<file path="config.mk">
export PLATFORM = sky130hd
export DESIGN_NAME = first_fit_free_list_allocator
export DESIGN_NICKNAME = d
export VERILOG_FILES = /design/src/hdl/ffa_pkg.sv /design/src/hdl/ffa_cfg.sv /design/src/hdl/ffa_mem.sv /design/src/hdl/ffa_ctrl.sv /design/src/hdl/first_fit_free_list_allocator.sv
export SDC_FILE = /design/constraint.sdc
export NUM_CORES = 2
export LEC_CHECK = 0
export BUFFER_PORTS_ARGS = -buffer_cell sky130_fd_sc_hd__buf_2
export CORE_MARGIN = 5
export CORE_UTILIZATION = 60
export CTS_BUF_LIST = sky130_fd_sc_hd__clkbuf_4
export DETAILED_ROUTE_END_ITERATION = 6
export HOLD_SLACK_MARGIN = 0.02
export PLACE_DENSITY = 0.87
export SYNTH_ARGS = -nofsm -noshare
export SYNTH_HDL_FRONTEND = slang
export SYNTH_SLANG_ARGS = --single-unit
</file>
<file path="constraint.sdc">
create_clock -name clk -period 10.4 [get_ports clk]
set_input_delay 1.56 -clock clk [delete_from_list [all_inputs] [get_ports clk]]
set_output_delay 1.56 -clock clk [all_outputs]
set_load 0.05 [all_outputs]
</file>
<file path="src/hdl/ffa_pkg.sv">
// ---------------------------------------------------------------------------
// ffa_pkg
// Types and constants shared by the first-fit free-list allocator.
// ---------------------------------------------------------------------------
package ffa_pkg;

  localparam int unsigned DATA_W = 32;
  localparam logic [DATA_W-1:0] POOL_SIZE_RESET = 32'd65536;

  typedef enum logic [1:0] {
    KIND_ALLOC = 2'd0,
    KIND_FREE  = 2'd1,
    KIND_CLEAR = 2'd2,
    KIND_NONE  = 2'd3
  } kind_t;

  typedef enum logic [1:0] {
    STAT_OK     = 2'd0,
    STAT_NO_FIT = 2'd1,
    STAT_FULL   = 2'd2
  } status_t;

  typedef enum logic [2:0] {
    S_INIT,
    S_IDLE,
    S_SCAN,
    S_SHDN,
    S_SHUP,
    S_OUT
  } fsm_t;

  typedef struct packed {
    logic [DATA_W-1:0] start;
    logic [DATA_W-1:0] length;
  } region_t;

  typedef struct packed {
    kind_t             kind;
    logic [DATA_W-1:0] offset;
    logic [DATA_W-1:0] size;
  } op_t;

  typedef struct packed {
    status_t           status;
    logic [DATA_W-1:0] position;
  } res_t;

endpackage

</file>
<file path="src/hdl/ffa_cfg.sv">
// ---------------------------------------------------------------------------
// ffa_cfg
// APB register file holding pool_size.
// ---------------------------------------------------------------------------
module ffa_cfg
  import ffa_pkg::*;
(
  input  logic              clk,
  input  logic              rst,
  input  logic              psel,
  input  logic              penable,
  input  logic              pwrite,
  input  logic [2:0]        paddr,
  input  logic [31:0]       pwdata,
  output logic [31:0]       prdata,
  output logic              pready,
  output logic [DATA_W-1:0] pool_size
);

  logic wr_hit;

  assign pready = 1'b1;
  // register 0 sits at byte address 0; bit 2 selects the word
  assign wr_hit = psel && penable && pwrite && pready && !paddr[2];

  always_ff @(posedge clk) begin
    if (rst) begin
      pool_size <= POOL_SIZE_RESET;
    end else if (wr_hit) begin
      pool_size <= pwdata;
    end
  end

  assign prdata = paddr[2] ? 32'd0 : pool_size;

endmodule

</file>
<file path="src/hdl/ffa_mem.sv">
// ---------------------------------------------------------------------------
// ffa_mem
// Region table: one write port, one read port, registered read data.
// ---------------------------------------------------------------------------
module ffa_mem
  import ffa_pkg::*;
#(
  parameter int unsigned DEPTH = 16,
  parameter int unsigned AW    = 4
) (
  input  logic          clk,
  input  logic          rd_en,
  input  logic [AW-1:0] rd_addr,
  output region_t       rd_data,
  input  logic          wr_en,
  input  logic [AW-1:0] wr_addr,
  input  region_t       wr_data
);

  region_t mem [DEPTH];

  always_ff @(posedge clk) begin
    if (wr_en) begin
      mem[wr_addr] <= wr_data;
    end
  end

  always_ff @(posedge clk) begin
    if (rd_en) begin
      rd_data <= mem[rd_addr];
    end
  end

endmodule

</file>
<file path="src/hdl/ffa_ctrl.sv">
// ---------------------------------------------------------------------------
// ffa_ctrl
// Sequencer: first-fit scan, entry shifting and result register.
// ---------------------------------------------------------------------------
module ffa_ctrl
  import ffa_pkg::*;
#(
  parameter int unsigned MAX_REGIONS = 16,
  parameter int unsigned IW          = 4,
  parameter int unsigned CW          = 5
) (
  input  logic              clk,
  input  logic              rst,
  input  logic [DATA_W-1:0] pool_size,
  input  logic              in_valid,
  output logic              in_ready,
  input  op_t               in_op,
  output logic              out_valid,
  input  logic              out_ready,
  output res_t              out_res,
  output logic              mem_rd_en,
  output logic [IW-1:0]     mem_rd_addr,
  input  region_t           mem_rd_data,
  output logic              mem_wr_en,
  output logic [IW-1:0]     mem_wr_addr,
  output region_t           mem_wr_data
);

  localparam logic [CW-1:0] CNT_MAX = CW'(MAX_REGIONS);
  localparam logic [CW-1:0] CNT_ONE = CW'(1);

  fsm_t          state, state_next;
  logic [CW-1:0] count, count_next;
  logic [CW-1:0] ptr, ptr_next;
  logic [IW-1:0] cur, cur_next;
  logic [IW-1:0] lim, lim_next;
  logic          pend, pend_next;
  logic          go, go_next;
  op_t           op, op_next;
  region_t       prev, prev_next;
  res_t          res, res_next;
  logic          out_valid_next;
  res_t          out_res_next;
  logic          hit;
  logic [DATA_W-1:0] prev_end;

  assign prev_end = prev.start + prev.length;

  always_ff @(posedge clk) begin
    if (rst) begin
      state     <= S_INIT;
      count     <= CNT_ONE;
      pend      <= 1'b0;
      go        <= 1'b0;
      out_valid <= 1'b0;
    end else begin
      state     <= state_next;
      count     <= count_next;
      pend      <= pend_next;
      go        <= go_next;
      out_valid <= out_valid_next;
    end
  end

  always_ff @(posedge clk) begin
    ptr     <= ptr_next;
    cur     <= cur_next;
    lim     <= lim_next;
    op      <= op_next;
    prev    <= prev_next;
    res     <= res_next;
    out_res <= out_res_next;
  end

  always_comb begin
    state_next     = state;
    count_next     = count;
    ptr_next       = ptr;
    cur_next       = cur;
    lim_next       = lim;
    pend_next      = pend;
    go_next        = go;
    op_next        = op;
    prev_next      = prev;
    res_next       = res;
    out_valid_next = out_valid && !out_ready;
    out_res_next   = out_res;
    in_ready       = 1'b0;
    hit            = 1'b0;
    mem_rd_en      = 1'b0;
    mem_rd_addr    = ptr[IW-1:0];
    mem_wr_en      = 1'b0;
    mem_wr_addr    = cur;
    mem_wr_data    = mem_rd_data;

    unique case (state)
      S_INIT: begin
        mem_wr_en   = 1'b1;
        mem_wr_addr = '0;
        mem_wr_data = '{start: '0, length: POOL_SIZE_RESET};
        state_next  = S_IDLE;
      end

      S_IDLE: begin
        in_ready = 1'b1;
        if (in_valid) begin
          op_next   = in_op;
          res_next  = '{status: STAT_OK, position: '0};
          ptr_next  = '0;
          pend_next = 1'b0;
          unique case (in_op.kind)
            KIND_ALLOC: state_next = S_SCAN;
            KIND_FREE:  state_next = (in_op.size == '0) ? S_OUT : S_SCAN;
            KIND_CLEAR: begin
              mem_wr_en   = 1'b1;
              mem_wr_addr = '0;
              mem_wr_data = '{start: '0, length: pool_size};
              count_next  = CNT_ONE;
              state_next  = S_OUT;
            end
            KIND_NONE:  state_next = S_OUT;
          endcase
        end
      end

      S_SCAN: begin
        // data of entry cur arrives while entry ptr is being read
        if (pend) begin
          if (op.kind == KIND_ALLOC) begin
            if (mem_rd_data.length > op.size) begin
              hit         = 1'b1;
              mem_wr_en   = 1'b1;
              mem_wr_data = '{start:  mem_rd_data.start + op.size,
                              length: mem_rd_data.length - op.size};
              res_next    = '{status: STAT_OK, position: mem_rd_data.start};
              state_next  = S_OUT;
            end else if (mem_rd_data.length == op.size) begin
              hit      = 1'b1;
              res_next = '{status: STAT_OK, position: mem_rd_data.start};
              if (CW'(cur) + CNT_ONE == count) begin
                count_next = count - CNT_ONE;
                state_next = S_OUT;
              end else begin
                ptr_next   = CW'(cur) + CNT_ONE;
                pend_next  = 1'b0;
                state_next = S_SHDN;
              end
            end
          end else begin
            if (mem_rd_data.start > op.offset) begin
              hit = 1'b1;
              if (cur != '0 && prev_end == op.offset) begin
                // merge into the preceding region
                mem_wr_en   = 1'b1;
                mem_wr_addr = cur - IW'(1);
                mem_wr_data = '{start: prev.start, length: prev.length + op.size};
                state_next  = S_OUT;
              end else if (count == CNT_MAX) begin
                res_next   = '{status: STAT_FULL, position: '0};
                state_next = S_OUT;
              end else begin
                lim_next   = cur;
                ptr_next   = count - CNT_ONE;
                go_next    = 1'b1;
                pend_next  = 1'b0;
                state_next = S_SHUP;
              end
            end else begin
              prev_next = mem_rd_data;
            end
          end
        end
        if (!hit) begin
          if (ptr < count) begin
            mem_rd_en = 1'b1;
            cur_next  = ptr[IW-1:0];
            pend_next = 1'b1;
            ptr_next  = ptr + CNT_ONE;
          end else begin
            pend_next = 1'b0;
            if (!pend) begin
              // walked past the tail
              if (op.kind == KIND_ALLOC) begin
                res_next = '{status: STAT_NO_FIT, position: '0};
              end else if (count == CNT_MAX) begin
                res_next = '{status: STAT_FULL, position: '0};
              end else begin
                mem_wr_en   = 1'b1;
                mem_wr_addr = count[IW-1:0];
                mem_wr_data = '{start: op.offset, length: op.size};
                count_next  = count + CNT_ONE;
              end
              state_next = S_OUT;
            end
          end
        end
      end

      S_SHDN: begin
        if (pend) begin
          mem_wr_en   = 1'b1;
          mem_wr_addr = cur - IW'(1);
        end
        if (ptr < count) begin
          mem_rd_en = 1'b1;
          cur_next  = ptr[IW-1:0];
          pend_next = 1'b1;
          ptr_next  = ptr + CNT_ONE;
        end else begin
          pend_next = 1'b0;
          if (!pend) begin
            count_next = count - CNT_ONE;
            state_next = S_OUT;
          end
        end
      end

      S_SHUP: begin
        if (pend) begin
          mem_wr_en   = 1'b1;
          mem_wr_addr = cur + IW'(1);
        end
        if (go) begin
          mem_rd_en = 1'b1;
          cur_next  = ptr[IW-1:0];
          pend_next = 1'b1;
          if (ptr[IW-1:0] == lim) begin
            go_next = 1'b0;
          end else begin
            ptr_next = ptr - CNT_ONE;
          end
        end else begin
          pend_next = 1'b0;
          if (!pend) begin
            // gap is open: drop the new region in
            mem_wr_en   = 1'b1;
            mem_wr_addr = lim;
            mem_wr_data = '{start: op.offset, length: op.size};
            count_next  = count + CNT_ONE;
            state_next  = S_OUT;
          end
        end
      end

      S_OUT: begin
        if (!out_valid || out_ready) begin
          out_valid_next = 1'b1;
          out_res_next   = res;
          state_next     = S_IDLE;
        end
      end

      default: state_next = S_IDLE;
    endcase
  end

`ifndef SYNTHESIS
  a_count_bound: assert property (@(posedge clk) disable iff (rst)
    count <= CNT_MAX)
    else $error("region count above capacity");

  a_write_in_list: assert property (@(posedge clk) disable iff (rst)
    mem_wr_en |-> CW'(mem_wr_addr) <= count)
    else $error("write beyond the end of the region list");

  a_accept_leaves_idle: assert property (@(posedge clk) disable iff (rst)
    in_valid && in_ready |=> state != S_IDLE)
    else $error("item accepted but sequencer stayed idle");

  a_scan_ptr: assert property (@(posedge clk) disable iff (rst)
    state == S_SCAN |-> ptr <= count)
    else $error("scan pointer past region count");

  a_result_load: assert property (@(posedge clk) disable iff (rst)
    $rose(out_valid) |-> $past(state) == S_OUT)
    else $error("result loaded outside result state");
`endif

endmodule

</file>
<file path="src/hdl/first_fit_free_list_allocator.sv">
// ---------------------------------------------------------------------------
// first_fit_free_list_allocator
// Address-ordered free-region list with first-fit allocate, free and clear.
// ---------------------------------------------------------------------------
// One item is processed at a time. Allocate and free read the region table
// one entry per cycle through its single read port, scanning the listed
// regions in order and then moving each later entry when a region is
// removed or inserted in the middle of the list. Clear, a zero-size free
// and an unused kind skip the scan and go straight to the result. After
// reset the block writes the initial region before it accepts its first
// item. A finished result sits in the output register, so the next item
// is taken while it waits.
module first_fit_free_list_allocator
  import ffa_pkg::*;
#(
  parameter int unsigned MAX_REGIONS = 16
) (
  input  logic        clk,
  input  logic        rst,
  // input items
  input  logic        s_tvalid,
  output logic        s_tready,
  input  logic [63:0] s_tdata,   // [31:0] offset, [63:32] size
  input  logic [1:0]  s_tuser,   // [1:0] kind
  // result items
  output logic        m_tvalid,
  input  logic        m_tready,
  output logic [31:0] m_tdata,   // [31:0] position
  output logic [1:0]  m_tuser,   // [1:0] status
  // configuration
  input  logic        psel,
  input  logic        penable,
  input  logic        pwrite,
  input  logic [2:0]  paddr,
  input  logic [31:0] pwdata,
  output logic [31:0] prdata,
  output logic        pready
);

  localparam int unsigned IW = (MAX_REGIONS > 1) ? $clog2(MAX_REGIONS) : 1;
  localparam int unsigned CW = $clog2(MAX_REGIONS + 1);

  logic [DATA_W-1:0] pool_size;
  op_t               in_op;
  res_t              out_res;
  logic              mem_rd_en;
  logic [IW-1:0]     mem_rd_addr;
  region_t           mem_rd_data;
  logic              mem_wr_en;
  logic [IW-1:0]     mem_wr_addr;
  region_t           mem_wr_data;

  assign in_op = '{kind:   kind_t'(s_tuser),
                   offset: s_tdata[31:0],
                   size:   s_tdata[63:32]};

  assign m_tdata = out_res.position;
  assign m_tuser = out_res.status;

  ffa_cfg u_cfg (
    .clk       (clk),
    .rst       (rst),
    .psel      (psel),
    .penable   (penable),
    .pwrite    (pwrite),
    .paddr     (paddr),
    .pwdata    (pwdata),
    .prdata    (prdata),
    .pready    (pready),
    .pool_size (pool_size)
  );

  ffa_mem #(
    .DEPTH (MAX_REGIONS),
    .AW    (IW)
  ) u_mem (
    .clk     (clk),
    .rd_en   (mem_rd_en),
    .rd_addr (mem_rd_addr),
    .rd_data (mem_rd_data),
    .wr_en   (mem_wr_en),
    .wr_addr (mem_wr_addr),
    .wr_data (mem_wr_data)
  );

  ffa_ctrl #(
    .MAX_REGIONS (MAX_REGIONS),
    .IW          (IW),
    .CW          (CW)
  ) u_ctrl (
    .clk         (clk),
    .rst         (rst),
    .pool_size   (pool_size),
    .in_valid    (s_tvalid),
    .in_ready    (s_tready),
    .in_op       (in_op),
    .out_valid   (m_tvalid),
    .out_ready   (m_tready),
    .out_res     (out_res),
    .mem_rd_en   (mem_rd_en),
    .mem_rd_addr (mem_rd_addr),
    .mem_rd_data (mem_rd_data),
    .mem_wr_en   (mem_wr_en),
    .mem_wr_addr (mem_wr_addr),
    .mem_wr_data (mem_wr_data)
  );

endmodule

</file>
==> flow_summary.toml <==
[synth]
synth_edf_count = 1299
synth-seq-area-share_pct = 63.2
synth_top_area_share_pct = 61.9
yosysWarnings = 0
synth_top_area_cell = "edfxtp_1"
yosys_most_used_dff = "edfxtp_1"
syn-cell-area_sq_mm = 0.0630
syn_area_per_cell_sq_um = 15.1
synth_cell_types = 96
syn_inst = 4181
syn_nets = 4461
synth_area_leaders = "edfxtp_1 (62%), mux4_2 (11%), ha_1 (3.3%), a21oi_1 (2.2%), nand2_1 (1.6%)"
async_flop_share_pct = 0
ys_ff_latch = 1342

[route]
wl_per_cell_um = 34.2
vias = 44900
detail-route-antenna-nets = 0
drt_iter0_markers = 7539
drt_pass1_iterations = 7
wl_um = 213000
drc_errors = 20
via_per_inst = 7.20

[global_route]
grt-ovfl-total = 0
grt_antenna_before_repair = 11
gr-usage-all-layers_pct = 37.6
grt_max_degree = 163
grt_pass1_vias = 43800
grt_pass1_wl_um = 301000

[worst_setup_path]
cp_max_fo = 38
cp.required_ns = 11.14
critical_path_buf_inv_count = 3
crit_path_end_kind = "flip-flop"
cpPeakStageDelay_ns = 0.76
cp_top_family = "simple AND/OR/NAND/NOR gates"
cp_cell_sequence = "ha_1 > a21oi_1 > o21ai_0 > a211oi_1 > a2111oi_0 > nand4_1 > or4_1 > nor4_1 > nand4b_1 > nor3_2 > buf_4 > a21oi_1 > o21a_1 > nor3_2 > buf_4 > buf_4"
reg2regPathDepth = 16
cp.depth = 16
arrival_ns = 8.43
path_common_cell = "buf_4"
critPathKind = "reg2reg"
cp_slowest_cell = "nor4_1"
start_kind = "flip-flop"

[sta]
drv_slew = 0
rsz0062_at_grt = "no"
slew_headroom_pct = 5.19
hold_ws_ns = 0.464
fin_skew_ns = 0.169
worst_pin_slew_ns = 1.42
fin_setup_tns_ns = 0
final-setup-viol-count = 0
finalCriticalPeriod_ns = 7.68
post-route-period-util_pct = 73.9
hold_violations = 0
fmaxAchievable_mhz = 130

[status]
status = "finished, violations left"
violations = "design-rule violations"

[finish]
nFillCells = 6946
layout.nets = 4874
drive_gt1_share_pct = 24.4
area.growth.synth_to_final_pct = 11.2

[floorplanning]
rows = 119
ioPinCount = 177
initial_utilization_pct = 60.1
die_h_um = 334
core_sq_mm = 0.105
die_x_um = 334
die-area_sq_mm = 0.112

[clock_tree]
postCtsResizedCells = 0
clk_pin_slew_ns = 0.08
cts_buffers = 344
ctsHoldBuffers = 0
postCtsSetupBuffers = 0
cts.root.buffer_cell = "clkbuf_4"
clockBufferDepth = 4
cts.sinks = 1342
cts_tree = "built"
worstSkewPairLatency_ns = 1.28
htreeDepth = 5

[pwr]
power.switching_mw = 3.85
p_leak_nw = 24.4
p_seq_share_pct = 49.5
ir_worst_vdd_uv = 130
p_clk_share_pct = 32.9
sw_frac_of_total_pct = 28.7
comb_power_share_pct = 17.6
p_per_area_mw_per_mm2 = 191
internal_power_mw = 9.55

[job]
maxCapViolations = 0

[place]
io_buffers = 173
hpwl_um = 133000
place_congestion = 1.05

[hold_path]
hold_class = "reg2reg"
holdPathStages = 0
cell families (layout without fill, tap and decap cells):
kind of cell / after synthesis / in the layout / share of synthesized area, %
compound gates: 988 / 988 / 10.5
xor+xnor: 141 / 141 / 1.96
fa+ha+maj: 172 / 172 / 3.46
buf+inv: 330 / 978 / 2.05
flops: 1342 / 1342 / 63.2
mux: 393 / 393 / 12.6
other cells: 1 / 13 / 0.00595
simple gates: 814 / 814 / 6.17
final timing paths:
path	startpoint	end	slack, ns
worst min-delay path	u_ctrl.res[10]$_SDFFCE_PN0P_	u_ctrl.out_res[10]$_DFFE_PP_	0.46
worst min register to register	u_ctrl.res[10]$_SDFFCE_PN0P_	u_ctrl.out_res[10]$_DFFE_PP_	0.46
worst max-delay path	u_ctrl.prev[19]$_DFFE_PP_	u_mem.mem[6][36]$_DFFE_PP_	2.72
worst max register to register	u_ctrl.prev[19]$_DFFE_PP_	u_mem.mem[6][36]$_DFFE_PP_	2.72
placed cells by master (no fill, tap or decap), types with 30 or more instances in the layout:
cell / count
dfxtp_1: 43
buf_4: 97
o21ai_0: 179
a211oi_1: 33
a221oi_1: 31
o21a_1: 32
mux2i_1: 66
ha_1: 168
o22ai_1: 34
nand2_1: 262
clkinv_1: 82
nand4_1: 30
inv_1: 116
nor3_1: 32
a22oi_1: 33
nand3_1: 52
clkbuf_4: 469
nor2_1: 201
buf_2: 173
o221ai_1: 48
nor2b_1: 49
edfxtp_1: 1299
a22o_1: 34
o211ai_1: 31
xor2_1: 51
xnor2_1: 90
a21oi_1: 273
mux4_2: 320
a21o_1: 58
routing by layer:
layer,wire length (um),GRT usage [%],up-vias
li1,-,-,17900
met1,69200,48.4,21800
met2,93600,55.5,4335
met3,33900,13.2,892
met4,16300,23.4,2
met5,13,0,-
synth_stat cells, types with 30 or more instances:
master	n
a211oi_1	33
a21o_1	58
a21oi_1	274
a221oi_1	31
a22o_1	34
a22oi_1	33
buf_1	35
clkbuf_1	155
dfxtp_1	43
edfxtp_1	1299
ha_1	168
inv_1	116
mux2i_1	66
mux4_2	320
nand2_1	263
nand3_1	52
nand4_1	30
nor2_1	206
nor2b_1	49
nor3_1	51
o211ai_1	31
o21a_1	32
o21ai_0	179
o221ai_1	48
o22ai_1	34
xnor2_1	90
xor2_1	51
power by group through the flow:
| stage | clock [mW] | sequential (mW) | combinational (mW) |
|---|---|---|---|
| finish | 4.42 | 6.63 | 2.36 |
| global route | 4.78 | 6.63 | 2.45 |
| floorplan | 0 | 6.66 | 1.50 |
| CTS | 4.46 | 6.61 | 2.29 |
| global placement | 0 | 6.69 | 2.17 |
| detailed placement | 0 | 6.72 | 2.27 |
registers in the layout, summed over array words and instances (netlist names), 5 cells and up:
register and count:
u_ctrl.op 66, u_cfg.pool_size 32, u_mem.rd_data 64, u_ctrl.out_res 34, u_ctrl.ptr 5, u_ctrl.prev 64, u_ctrl.count 5, u_ctrl.res 34
u_mem.mem 1024
through the flow:
stage	util [%]	instances	setup slack, ns	instance area [sq um]	power (mW)
3_3_place_gp	62.8	5638	2.72	65900	8.85
3_5_place_dp	62.9	5639	3.04	65900	8.99
6_report	66.9	6232	2.72	70100	13.4
5_1_grt	66.8	6225	2.68	70100	13.9
4_1_cts	66.8	6220	2.96	70000	13.4
2_1_floorplan	-	4181	1.52	63000	8.16
layout make-up:
class,instances,area (sq um),area share [%]
Antenna cell,12,30.0,0.0428
Inverter,117,439,0.627
Tap cell,1391,1740,2.48
Clock buffer,469,3520,5.02
Timing Repair Buffer,280,1800,2.57
Sequential cell,1342,39900,56.9
Multi-Input combinational cell,2509,22100,31.5
Clock inverter,112,617,0.880
(Power assumes the default switching activity.)
